<file path="src/rtl/rhc_pkg.sv">
`timescale 1ns / 1ps
// ----------------------------------------------------------------------------
// RGB to HSV package
// Shared widths, codes, the division pipeline record and scaling functions.
// ----------------------------------------------------------------------------
package rhc_pkg;

    localparam int CH_W     = 12;
    localparam int QUO_W    = 13;
    localparam int HQ_W     = 10;
    localparam int REM_S_W  = 24;
    localparam int REM_H_W  = 22;
    localparam int DIV_STEPS = QUO_W;

    localparam logic [1:0] SEL_RED   = 2'd0;
    localparam logic [1:0] SEL_GREEN = 2'd1;
    localparam logic [1:0] SEL_BLUE  = 2'd2;

    localparam logic [CH_W-1:0] HUE_OFS_RED   = 12'd0;
    localparam logic [CH_W-1:0] HUE_OFS_GREEN = 12'd1365;
    localparam logic [CH_W-1:0] HUE_OFS_BLUE  = 12'd2730;

    typedef struct packed {
        logic [CH_W-1:0]    mx;
        logic [CH_W-1:0]    d;
        logic [REM_S_W-1:0] rs;
        logic [REM_H_W-1:0] rh;
        logic [QUO_W-1:0]   qs;
        logic [QUO_W-1:0]   qh;
        logic               neg;
        logic [1:0]         sel;
        logic               grey;
        logic               last;
    } t_div;

    // Widens a byte to 12 bits as c*4095/255, which equals 16*c + c/17.
    function automatic logic [CH_W-1:0] widen12(input logic [7:0] c);
        logic [19:0] p;
        p = 20'(c) * 20'd3856;
        return {c, 4'b0000} + 12'(p[19:16]);
    endfunction

    // Maps 0..4096 back to a byte as x*255/4095.
    function automatic logic [7:0] scale_to_byte(input logic [QUO_W-1:0] x);
        logic [19:0] p;
        logic [7:0]  qe;
        logic [12:0] rem;
        p   = 20'(x) * 20'd255;
        qe  = p[19:12];
        rem = 13'(qe) + {1'b0, p[11:0]};
        return (rem >= 13'd4095) ? qe + 8'd1 : qe;
    endfunction

endpackage

</file>
<file path="src/rtl/rhc_if.sv">
`timescale 1ns / 1ps
// ----------------------------------------------------------------------------
// RGB to HSV stream interfaces
// Valid/ready channels for input pixels and for converted results.
// ----------------------------------------------------------------------------
interface rhc_pix_if;
    logic       valid;
    logic       ready;
    logic [7:0] red;
    logic [7:0] green;
    logic [7:0] blue;
    logic       last_pixel;
    modport source (output valid, red, green, blue, last_pixel, input ready);
    modport sink   (input valid, red, green, blue, last_pixel, output ready);
endinterface

interface rhc_hsv_if;
    logic       valid;
    logic       ready;
    logic [7:0] hue;
    logic [7:0] saturation;
    logic [7:0] value_out;
    logic       last_out;
    modport source (output valid, hue, saturation, value_out, last_out, input ready);
    modport sink   (input valid, hue, saturation, value_out, last_out, output ready);
endinterface

</file>
<file path="src/rtl/rhc_front.sv">
`timescale 1ns / 1ps
// ----------------------------------------------------------------------------
// RGB to HSV front end
// Three stages: channel widening, min/max and sextant, hue dividend setup.
// ----------------------------------------------------------------------------
module rhc_front (
    input  logic                i_clk,
    input  logic                i_rst_n,
    rhc_pix_if.sink             i_pix,
    output logic                o_valid,
    input  logic                i_ready,
    output rhc_pkg::t_div       o_data
);

    logic [2:0] r_v;
    logic [2:0] w_en;

    logic [11:0] r_r, r_g, r_b;
    logic        r_last0;

    logic [11:0] r_mx1, r_d1, r_n1;
    logic        r_neg1, r_grey1, r_last1;
    logic [1:0]  r_sel1;

    rhc_pkg::t_div r_out;

    logic [11:0] n_mx, n_mn, n_pa, n_pb;
    logic [1:0]  n_sel;
    logic [26:0] w_prod;
    logic [10:0] w_a;
    logic [1:0]  w_b;
    logic [10:0] w_frac;

    assign w_en[2]     = !r_v[2] || i_ready;
    assign w_en[1]     = !r_v[1] || w_en[2];
    assign w_en[0]     = !r_v[0] || w_en[1];
    assign i_pix.ready = w_en[0];

    always_comb begin
        n_mx = r_r;
        if (r_g > n_mx) n_mx = r_g;
        if (r_b > n_mx) n_mx = r_b;
        n_mn = r_r;
        if (r_g < n_mn) n_mn = r_g;
        if (r_b < n_mn) n_mn = r_b;
        if (n_mx == r_r) begin
            n_sel = rhc_pkg::SEL_RED;
            n_pa  = r_g;
            n_pb  = r_b;
        end else if (n_mx == r_g) begin
            n_sel = rhc_pkg::SEL_GREEN;
            n_pa  = r_b;
            n_pb  = r_r;
        end else begin
            n_sel = rhc_pkg::SEL_BLUE;
            n_pa  = r_r;
            n_pb  = r_g;
        end
    end

    // The hue dividend |n|*4096/6 is built as 2048*(n/3) plus 2048*(n%3)/3.
    always_comb begin
        w_prod = 27'(r_n1) * 27'd21846;
        w_a    = w_prod[26:16];
        w_b    = 2'(r_n1 - 12'(w_a) * 12'd3);
        case (w_b)
            2'd1:    w_frac = 11'd682;
            2'd2:    w_frac = 11'd1365;
            default: w_frac = 11'd0;
        endcase
    end

    always_ff @(posedge i_clk) begin
        if (!i_rst_n) begin
            r_v <= '0;
        end else begin
            if (w_en[0]) r_v[0] <= i_pix.valid;
            if (w_en[1]) r_v[1] <= r_v[0];
            if (w_en[2]) r_v[2] <= r_v[1];
        end
    end

    always_ff @(posedge i_clk) begin
        if (w_en[0]) begin
            r_r     <= rhc_pkg::widen12(i_pix.red);
            r_g     <= rhc_pkg::widen12(i_pix.green);
            r_b     <= rhc_pkg::widen12(i_pix.blue);
            r_last0 <= i_pix.last_pixel;
        end
        if (w_en[1]) begin
            r_mx1   <= n_mx;
            r_d1    <= n_mx - n_mn;
            r_grey1 <= (n_mx == n_mn);
            r_sel1  <= n_sel;
            r_neg1  <= (n_pa < n_pb);
            r_n1    <= (n_pa >= n_pb) ? n_pa - n_pb : n_pb - n_pa;
            r_last1 <= r_last0;
        end
        if (w_en[2]) begin
            r_out.mx   <= r_mx1;
            r_out.d    <= r_d1;
            r_out.rs   <= {r_d1, 12'd0};
            r_out.rh   <= {w_a, 11'd0} + 22'(w_frac);
            r_out.qs   <= '0;
            r_out.qh   <= '0;
            r_out.neg  <= r_neg1;
            r_out.sel  <= r_sel1;
            r_out.grey <= r_grey1;
            r_out.last <= r_last1;
        end
    end

    assign o_valid = r_v[2];
    assign o_data  = r_out;

endmodule

</file>
<file path="src/rtl/rhc_div_stage.sv">
`timescale 1ns / 1ps
// ----------------------------------------------------------------------------
// RGB to HSV division step
// One restoring step of both the saturation and the hue divisions.
// ----------------------------------------------------------------------------
module rhc_div_stage #(
    parameter int STEP = 0
) (
    input  logic          i_clk,
    input  logic          i_rst_n,
    input  logic          i_valid,
    output logic          o_ready,
    input  rhc_pkg::t_div i_data,
    output logic          o_valid,
    input  logic          i_ready,
    output rhc_pkg::t_div o_data
);

    logic          r_v;
    rhc_pkg::t_div r_d;
    rhc_pkg::t_div n_d;
    logic [24:0]   w_sub_s;
    logic [24:0]   w_sub_h;

    assign o_ready = !r_v || i_ready;

    always_comb begin
        w_sub_s = {1'b0, i_data.rs} - (25'(i_data.mx) << STEP);
        w_sub_h = {3'b000, i_data.rh} - (25'(i_data.d) << STEP);
        n_d     = i_data;
        if (!w_sub_s[24]) begin
            n_d.rs       = w_sub_s[rhc_pkg::REM_S_W-1:0];
            n_d.qs[STEP] = 1'b1;
        end
        if (!w_sub_h[24]) begin
            n_d.rh       = w_sub_h[rhc_pkg::REM_H_W-1:0];
            n_d.qh[STEP] = 1'b1;
        end
    end

    always_ff @(posedge i_clk) begin
        if (!i_rst_n) begin
            r_v <= 1'b0;
        end else if (o_ready) begin
            r_v <= i_valid;
        end
    end

    always_ff @(posedge i_clk) begin
        if (o_ready) begin
            r_d <= n_d;
        end
    end

    assign o_valid = r_v;
    assign o_data  = r_d;

endmodule

</file>
<file path="src/rtl/rhc_back.sv">
`timescale 1ns / 1ps
// ----------------------------------------------------------------------------
// RGB to HSV back end
// Applies the hue sign and sextant offset, then rescales to bytes.
// ----------------------------------------------------------------------------
module rhc_back (
    input  logic          i_clk,
    input  logic          i_rst_n,
    input  logic          i_valid,
    output logic          o_ready,
    input  rhc_pkg::t_div i_data,
    rhc_hsv_if.source     o_hsv
);

    logic [1:0]  r_v;
    logic [1:0]  w_en;
    logic [11:0] r_h, r_mx;
    logic [12:0] r_s;
    logic        r_grey, r_last;
    logic [7:0]  r_hue, r_sat, r_val;
    logic        r_last_out;
    logic [11:0] n_off, n_q;

    assign w_en[1] = !r_v[1] || o_hsv.ready;
    assign w_en[0] = !r_v[0] || w_en[1];
    assign o_ready = w_en[0];

    always_comb begin
        case (i_data.sel)
            rhc_pkg::SEL_GREEN: n_off = rhc_pkg::HUE_OFS_GREEN;
            rhc_pkg::SEL_BLUE:  n_off = rhc_pkg::HUE_OFS_BLUE;
            default:            n_off = rhc_pkg::HUE_OFS_RED;
        endcase
        n_q = 12'(i_data.qh[rhc_pkg::HQ_W-1:0]);
    end

    always_ff @(posedge i_clk) begin
        if (!i_rst_n) begin
            r_v <= '0;
        end else begin
            if (w_en[0]) r_v[0] <= i_valid;
            if (w_en[1]) r_v[1] <= r_v[0];
        end
    end

    // Negative hue wraps by 4096, which is the natural 12-bit wraparound.
    always_ff @(posedge i_clk) begin
        if (w_en[0]) begin
            r_h    <= i_data.neg ? n_off - n_q : n_off + n_q;
            r_s    <= i_data.qs;
            r_mx   <= i_data.mx;
            r_grey <= i_data.grey;
            r_last <= i_data.last;
        end
        if (w_en[1]) begin
            r_last_out <= r_last;
            if (r_grey) begin
                r_hue <= '0;
                r_sat <= '0;
                r_val <= r_mx[11:4];
            end else begin
                r_hue <= rhc_pkg::scale_to_byte({1'b0, r_h});
                r_sat <= rhc_pkg::scale_to_byte(r_s);
                r_val <= rhc_pkg::scale_to_byte({1'b0, r_mx});
            end
        end
    end

    assign o_hsv.valid      = r_v[1];
    assign o_hsv.hue        = r_hue;
    assign o_hsv.saturation = r_sat;
    assign o_hsv.value_out  = r_val;
    assign o_hsv.last_out   = r_last_out;

endmodule

</file>
<file path="src/rtl/rgb_to_hsv_converter.sv">
`timescale 1ns / 1ps
// ----------------------------------------------------------------------------
// RGB to HSV converter
// Converts 8-bit RGB pixels to 8-bit hue, saturation and value.
// ----------------------------------------------------------------------------
// The converter accepts one pixel per clock and delivers one result per
// clock in steady state while the output is not stalled. The depth is
// set by the two long divisions, which run side by side as 13 restoring
// steps, one per pipeline stage, between three front-end and two back-end
// stages. Each stage holds its transaction when the next one is full, so
// a stalled output fills the pipeline before the input ready falls.
module rgb_to_hsv_converter (
    input  logic      i_clk,
    input  logic      i_rst_n,
    rhc_pix_if.sink   i_pix,
    rhc_hsv_if.source o_hsv
);

    localparam int N = rhc_pkg::DIV_STEPS;

    logic          w_v   [N+1];
    logic          w_rdy [N+1];
    rhc_pkg::t_div w_d   [N+1];

    rhc_front u_front (
        .i_clk   (i_clk),
        .i_rst_n (i_rst_n),
        .i_pix   (i_pix),
        .o_valid (w_v[0]),
        .i_ready (w_rdy[0]),
        .o_data  (w_d[0])
    );

    for (genvar k = 0; k < N; k++) begin : g_div
        rhc_div_stage #(.STEP(N - 1 - k)) u_step (
            .i_clk   (i_clk),
            .i_rst_n (i_rst_n),
            .i_valid (w_v[k]),
            .o_ready (w_rdy[k]),
            .i_data  (w_d[k]),
            .o_valid (w_v[k+1]),
            .i_ready (w_rdy[k+1]),
            .o_data  (w_d[k+1])
        );
    end

    rhc_back u_back (
        .i_clk   (i_clk),
        .i_rst_n (i_rst_n),
        .i_valid (w_v[N]),
        .o_ready (w_rdy[N]),
        .i_data  (w_d[N]),
        .o_hsv   (o_hsv)
    );

endmodule

</file>
<file path="src/flat_wrapper.sv">
// flat-port wrapper written by rule: the top's interface ports become plain ports
module rgb_to_hsv_converter_flat 
  (i_clk, i_rst_n, i_pix_valid, i_pix_red, i_pix_green, i_pix_blue, i_pix_last_pixel, i_pix_ready, o_hsv_valid, o_hsv_hue, o_hsv_saturation, o_hsv_value_out, o_hsv_last_out, o_hsv_ready);
  rhc_pix_if i_pix_i ();
  rhc_hsv_if o_hsv_i ();
  input  logic i_clk;
  input  logic i_rst_n;
  input wire logic [$bits(i_pix_i.valid)-1:0] i_pix_valid;
  input wire logic [$bits(i_pix_i.red)-1:0] i_pix_red;
  input wire logic [$bits(i_pix_i.green)-1:0] i_pix_green;
  input wire logic [$bits(i_pix_i.blue)-1:0] i_pix_blue;
  input wire logic [$bits(i_pix_i.last_pixel)-1:0] i_pix_last_pixel;
  output wire logic [$bits(i_pix_i.ready)-1:0] i_pix_ready;
  output wire logic [$bits(o_hsv_i.valid)-1:0] o_hsv_valid;
  output wire logic [$bits(o_hsv_i.hue)-1:0] o_hsv_hue;
  output wire logic [$bits(o_hsv_i.saturation)-1:0] o_hsv_saturation;
  output wire logic [$bits(o_hsv_i.value_out)-1:0] o_hsv_value_out;
  output wire logic [$bits(o_hsv_i.last_out)-1:0] o_hsv_last_out;
  input wire logic [$bits(o_hsv_i.ready)-1:0] o_hsv_ready;
  assign i_pix_i.valid = i_pix_valid;
  assign i_pix_i.red = i_pix_red;
  assign i_pix_i.green = i_pix_green;
  assign i_pix_i.blue = i_pix_blue;
  assign i_pix_i.last_pixel = i_pix_last_pixel;
  assign i_pix_ready = i_pix_i.ready;
  assign o_hsv_valid = o_hsv_i.valid;
  assign o_hsv_hue = o_hsv_i.hue;
  assign o_hsv_saturation = o_hsv_i.saturation;
  assign o_hsv_value_out = o_hsv_i.value_out;
  assign o_hsv_last_out = o_hsv_i.last_out;
  assign o_hsv_i.ready = o_hsv_ready;
  rgb_to_hsv_converter u_core (.i_clk(i_clk), .i_rst_n(i_rst_n), .i_pix(i_pix_i), .o_hsv(o_hsv_i));
endmodule
</file>
<file path="config.mk">
export PLATFORM = sky130hd
export DESIGN_NAME = rgb_to_hsv_converter_flat
export DESIGN_NICKNAME = d
export VERILOG_FILES = /design/src/rtl/rhc_pkg.sv /design/src/rtl/rhc_if.sv /design/src/rtl/rhc_front.sv /design/src/rtl/rhc_div_stage.sv /design/src/rtl/rhc_back.sv /design/src/rtl/rgb_to_hsv_converter.sv /design/src/flat_wrapper.sv
export SDC_FILE = /design/constraint.sdc
export NUM_CORES = 2
export LEC_CHECK = 0
export BUFFER_PORTS_ARGS = -buffer_cell sky130_fd_sc_hd__buf_2
export CAP_MARGIN = 20
export CORE_AREA = 3 3 376 378
export DETAILED_ROUTE_END_ITERATION = 10
export DIE_AREA = 0 0 379 381
export GPL_TIMING_DRIVEN = 0
export PLACE_DENSITY = 0.74
export SKIP_LAST_GASP = 1
export SLEW_MARGIN = 20
export SYNTH_ARGS = -nofsm -noshare
export SYNTH_HDL_FRONTEND = slang
export SYNTH_SLANG_ARGS = --single-unit
</file>
<file path="constraint.sdc">
create_clock -name i_clk -period 24.2 [get_ports i_clk]
set_input_delay 1.21 -clock i_clk [delete_from_list [all_inputs] [get_ports i_clk]]
set_output_delay 1.21 -clock i_clk [all_outputs]
set_load 0.01 [all_outputs]
</file>
-- After elaboration in Yosys (flattened, before gate mapping)
Cells that the tools add are included.
- mux-type cells: 41
- magnitude comparators: 9
- add/sub/neg operators: 42
- eq/ne operators: 7
- multipliers: 8
- reduce and logical (&&, ||, !) cells: 36
- operators with widths (cell ; count):
    $mux W24 ; 12
    $mux W22 ; 12
    $mux W12 ; 10
    $mul A8 B8 Y16 const B ; 3
    $mul A12 B8 Y20 const B ; 2
    $add A8 B12 Y13 ; 3
    $ge A13 B12 Y1 const B ; 3
    $add A12 B4 Y12 ; 3
    $eq A12 B12 Y1 ; 3
    $lt A12 B12 Y1 ; 3
    $sub A12 B12 Y12 ; 3
    $mux W8 ; 4
    $mul A12 B14 Y26 const B ; 1
    $sub A22 B24 Y25 ; 1
    $sub A24 B12 Y25 ; 1
    $sub A24 B13 Y25 ; 1
    $sub A24 B14 Y25 ; 1
    $sub A24 B15 Y25 ; 1
    $sub A24 B16 Y25 ; 1
    $sub A24 B17 Y25 ; 1
    $sub A24 B18 Y25 ; 1
    $sub A24 B19 Y25 ; 1
    $sub A24 B20 Y25 ; 1
    $sub A24 B21 Y25 ; 1
    other kinds (31) ; 70
- bits of input ports: 29
- register bits after elaboration: 1274

-- Logic depth before layout (Yosys ltp)
- depth in word-level cells: 19
- depth in mapped cells: 44
- depth with buffers taken out: 38

-- Cells and area by module
A second synthesis with hierarchy kept.
- cells, all modules: 7039
- area total of the unflattened synthesis: 87734.1 um^2
- modules (own cells, without submodules) (module ; cells an instance ; instances ; area an instance (um^2) ; seq. area each (um^2)):
    rhc_front ; 1235 ; 1 ; 13715.7 ; 3663.5
    rhc_back ; 1189 ; 1 ; 11492.3 ; 1961.9
    rhc_div_stage at u_core.g_div[10].u_step ; 411 ; 1 ; 5138.7 ; 3052.9
    rhc_div_stage at u_core.g_div[12].u_step ; 389 ; 1 ; 5019.8 ; 3052.9
    rhc_div_stage at u_core.g_div[11].u_step ; 383 ; 1 ; 4981.0 ; 3052.9
    rhc_div_stage at u_core.g_div[4].u_step ; 341 ; 1 ; 4948.5 ; 3052.9
    rhc_div_stage at u_core.g_div[9].u_step ; 380 ; 1 ; 4929.7 ; 3052.9
    rhc_div_stage at u_core.g_div[8].u_step ; 375 ; 1 ; 4914.7 ; 3052.9
    rhc_div_stage at u_core.g_div[6].u_step ; 355 ; 1 ; 4795.8 ; 3052.9
    rhc_div_stage at u_core.g_div[5].u_step ; 354 ; 1 ; 4752.1 ; 3052.9
    rhc_div_stage at u_core.g_div[7].u_step ; 363 ; 1 ; 4748.3 ; 3052.9
    rhc_div_stage at u_core.g_div[2].u_step ; 338 ; 1 ; 4713.3 ; 3052.9
    rhc_div_stage at u_core.g_div[3].u_step ; 328 ; 1 ; 4663.2 ; 3052.9
    rhc_div_stage at u_core.g_div[1].u_step ; 313 ; 1 ; 4533.1 ; 3052.9
    rhc_div_stage at u_core.g_div[0].u_step ; 285 ; 1 ; 4388.0 ; 3052.9

-- Worst setup path before layout
Ideal clock, no wire load.
- path kind: reg2reg
- start point: register u_core.u_front.r_r[1]
- end point: register u_core.u_front.r_n1[10] (data pin)
- clock period less this slack: 9.571 ns
- cell stages (with the launch flop): 42
- library setup time: 0.265 ns
- required time: 23.935 ns
- setup slack: 14.629 ns
- arrival time: 9.306 ns
- path through: edfxtp_1 clkinv_1 ha_1 nor2b_1 o21a_1 o21a_1 o21ai_0 and2_1 clkbuf_1 clkbuf_1 nor2_1 a21oi_1 ha_1 a21o_1 a21o_1 a21o_1 a211o_1 a2111oi_0 (+6 left out) buf_2 mux2_2 mux2i_1 ha_1 inv_1 fa_1 a21o_1 a21o_1 a21oi_1 o21bai_1 a21oi_1 o211ai_1 a211oi_1 clkbuf_1 mux2i_1 a21boi_0 o21ai_0 xor2_1
- cells in the longest elaborated chain, start to end: 9
- elaborated cells between the ends (all ways): 14
- those cells by class: add/sub (2); order compare (3); eq/ne (2); mux (7)
- RTL lines (element ; line ; source):
    start, declared ; rhc_front.sv:18 ; logic [11:0] r_r, r_g, r_b;
    start signal, assigned ; rhc_front.sv:85 ; r_r <= rhc_pkg::widen12(i_pix.red);
    $gt A12 B12 Y1 ; rhc_front.sv:41 ; if (r_g > n_mx) n_mx = r_g;
    $mux W12 * ; rhc_front.sv:41 ;
    $gt A12 B12 Y1 ; rhc_front.sv:42 ; if (r_b > n_mx) n_mx = r_b;
    $mux W12 * ; rhc_front.sv:42 ;
    net u_core.u_front.n_mx[11] ; rhc_front.sv:27 ; logic [11:0] n_mx, n_mn, n_pa, n_pb;
    $eq A12 B12 Y1 ; rhc_front.sv:50 ; end else if (n_mx == r_g) begin
    $mux W12 ; rhc_front.sv:50 ;
    $mux W12 ; rhc_front.sv:46 ; if (n_mx == r_r) begin
    $sub A12 B12 Y12 or $ge A12 B12 Y1 (tied branches) ; rhc_front.sv:96 ; r_n1 <= (n_pa >= n_pb) ? n_pa - n_pb : n_pb - n_pa;
    $mux W12 * ; rhc_front.sv:96 ;
    end signal, assigned ; rhc_front.sv:96 ;
    end, declared ; rhc_front.sv:21 ; logic [11:0] r_mx1, r_d1, r_n1;
The timed path passes the listed nets; every way through them passes the cells marked *.
A chain may end at the register's enable or synchronous reset.

-- Worst setup path after layout
Same ends and word-level chain as after synthesis.

==> impl_metrics.tcl <==
set metrics [dict create \
    run_status "completed" \
    criticalPathCategory "reg2reg" \
    die-area_um2 144000 \
    critPathMaxFanout 10 \
    arrival_ns 13.00 \
    synth_top_area_share_pct 47.7 \
    fp.dieW_um 379 \
    areaGrowthSynthToFinish_pct 10.1 \
    hold_viol_final 0 \
    path_clk_slew_ns 0.06 \
    path_buf_inv 7 \
    synth-seq-cells 1133 \
    cts-buffers-inserted 117 \
    post-dp-hpwl_um 100000 \
    cts_tree "built" \
    post-place-cells 7932 \
    yosysTopAreaCell "edfxtp_1" \
    final_core_util_pct 56.1 \
    die_y_um 381 \
    grt_pass1_wl_um 212000 \
    antenna_left 0 \
    postCtsSetupBuffers 0 \
    cts_resized 0 \
    period_share_pct 51.9 \
    cts_hold_buf 0 \
    endpoint_kind "flop" \
    core_um2 138000 \
    synth_edf_count 1115 \
    synth_warnings 0 \
    clock_skew_ns 0.0458 \
    drc_errors 0 \
    place_congestion 0.905 \
    syn_area_um2 70300 \
    port_buffers 55 \
    crit_top_cell "a21o_1" \
    slew_violations 0 \
    slew_headroom_pct 23.1 \
    clockBufferDepth 3 \
    wl_per_cell_um 15.6 \
    max_freq_mhz 79.7 \
    fin_tns_setup_ns 0 \
    synthesis.nets 7051 \
    grt_pass1_vias 45100 \
    synth_seq_area_share_pct 48.2 \
    max-cap-violations 0 \
    start_util_pct 51.0 \
    vias_per_cell 5.32 \
    drt_iter0_markers 1900 \
    grtUsageTotal_pct 17.8 \
    overflow 0 \
    antenna_cells 0 \
    worst_slew_pin_slew_ns 1.15 \
    rows 136 \
    setup_violations 0 \
    drive_above_1_share_pct 7.75 \
    cpPeakStageDelay_ns 0.85 \
    hold_class "reg2reg" \
    ys.flop_type "edfxtp_1" \
    pin_count 56 \
    drt_pass1_iterations 6 \
    whs_ns 0.395 \
    required_ns 24.65 \
    cp-start-kind "flop" \
    synthDistinctLibCells 88 \
    rsz0062_at_grt "no" \
    synth.most_common_cell "edfxtp_1" \
    finalCriticalPeriod_ns 12.55 \
    cts.sinks 1133 \
    clock_latency_ns 0.73 \
    root_buffer "clkbuf_16" \
    crit_family "compound AO/OA/AOI/OAI gates" \
    grt_start_max_net_pins 67 \
    final_nets 7240 \
    antenna_found_initial 0 \
    stdcell_count 8153 \
    num_vias 43400 \
    netlist_top_cells_count "edfxtp_1, inv_1, ha_1" \
    async_flop_share_pct 0 \
    slowest_stage "a31oi_1" \
    postSynthCellCount 6068 \
    avgSynthCellArea_um2 11.6 \
    wl_um 127000 \
    synthTopCellsByArea "edfxtp_1, ha_1, fa_1" \
    htreeDepth 3 \
]
-- final timing paths --
path	start	end	slack, ns	cells past startpoint
min	u_core.g_div[5].u_step.o_data[36]	u_core.g_div[6].u_step.o_data[36]	0.39	0
max reg2reg	u_core.u_front.r_r[1]	u_core.u_front.r_n1[10]	11.65	41
min reg2reg	u_core.g_div[5].u_step.o_data[36]	u_core.g_div[6].u_step.o_data[36]	0.39	0
max	u_core.u_front.r_r[1]	u_core.u_front.r_n1[10]	11.65	41
-- cell type report --
class	instances	area [um^2]
multi-input cells	3875	32500
flip-flops and latches	1133	33800
inverters	982	3700
fillers	11100	60500
plain buffers	78	324
repair buffers	70	643
clock inverters	79	961
well taps	1794	2240
clock buffers	142	3130
-- sequential cells by signal (all words and copies together) (netlist names), 2 cells and up --
name and flops:
u_core.g_div.u_step.o_data 931, u_core.g_div.u_step.o_valid 13, u_core.u_back.o_hsv.hue 8, u_core.u_back.o_hsv.saturation 8
u_core.u_back.o_hsv.value_out 8, u_core.u_back.r_h 12, u_core.u_back.r_mx 12, u_core.u_back.r_s 13
u_core.u_back.r_v 2, u_core.u_front.o_data 42, u_core.u_front.r_b 12, u_core.u_front.r_d1 12
u_core.u_front.r_g 12, u_core.u_front.r_mx1 12, u_core.u_front.r_n1 12, u_core.u_front.r_r 12
u_core.u_front.r_sel1 2, u_core.u_front.r_v 3
-- worst register-to-register path: cells and delay by family, from the launching register on --
family	cells	cell delay (ns)
AOI/OAI and AO/OA	19	5.57
DFF	1	0.36
buffers and inverters	7	2.53
muxes	3	0.86
adders and majority gates	4	1.27
and+or+nand+nor	6	1.36
xor gates and xnor gates	2	0.36
-- layout by cell type (no fill, tap or decap), drive strengths merged, types with 112 or more instances in the layout --
| master | Yosys | routed |
|---|---|---|
| clkbuf | 56 | 198 |
| xnor2 | 209 | 209 |
| a21boi | 135 | 135 |
| nand2 | 327 | 327 |
| nor2 | 371 | 371 |
| edfxtp | 1115 | 1115 |
| mux2 | 156 | 156 |
| o21ai | 313 | 313 |
| ha | 684 | 684 |
| xor2 | 116 | 116 |
| a21oi | 269 | 269 |
| inv | 980 | 987 |
| fa | 270 | 270 |
| nor3 | 112 | 112 |
-- per-layer routing --
| layer | track usage [%] | wire length (um) | vias to the layer above |
|---|---|---|---|
| met5 | 0 | 0 | - |
| met1 | 18.3 | 47900 | 20800 |
| met4 | 7.35 | 5440 | 0 |
| met2 | 35.1 | 70400 | 600 |
| met3 | 2.54 | 3360 | 285 |
| li1 | - | - | 21600 |
-- cell families after synthesis --
logic type,Yosys count,synth area share [%]
flops,1133,48.2
buf+inv,1060,5.71
fa+ha+maj,955,19.9
mux,233,3.60
xor+xnor,326,4.09
compound gates,1111,10.0
simple gates,1250,8.53
-- metrics by stage --
stage	setup slack (ns)	area [um^2]
global placement	11.70	72800
global route	10.99	77300
floorplan	14.63	70300
CTS	11.78	77300
finish	11.65	77300
detailed placement	11.84	73200
Power is not shown: default switching activity piles up to over one toggle a cycle in this logic, so the estimate is an artifact.
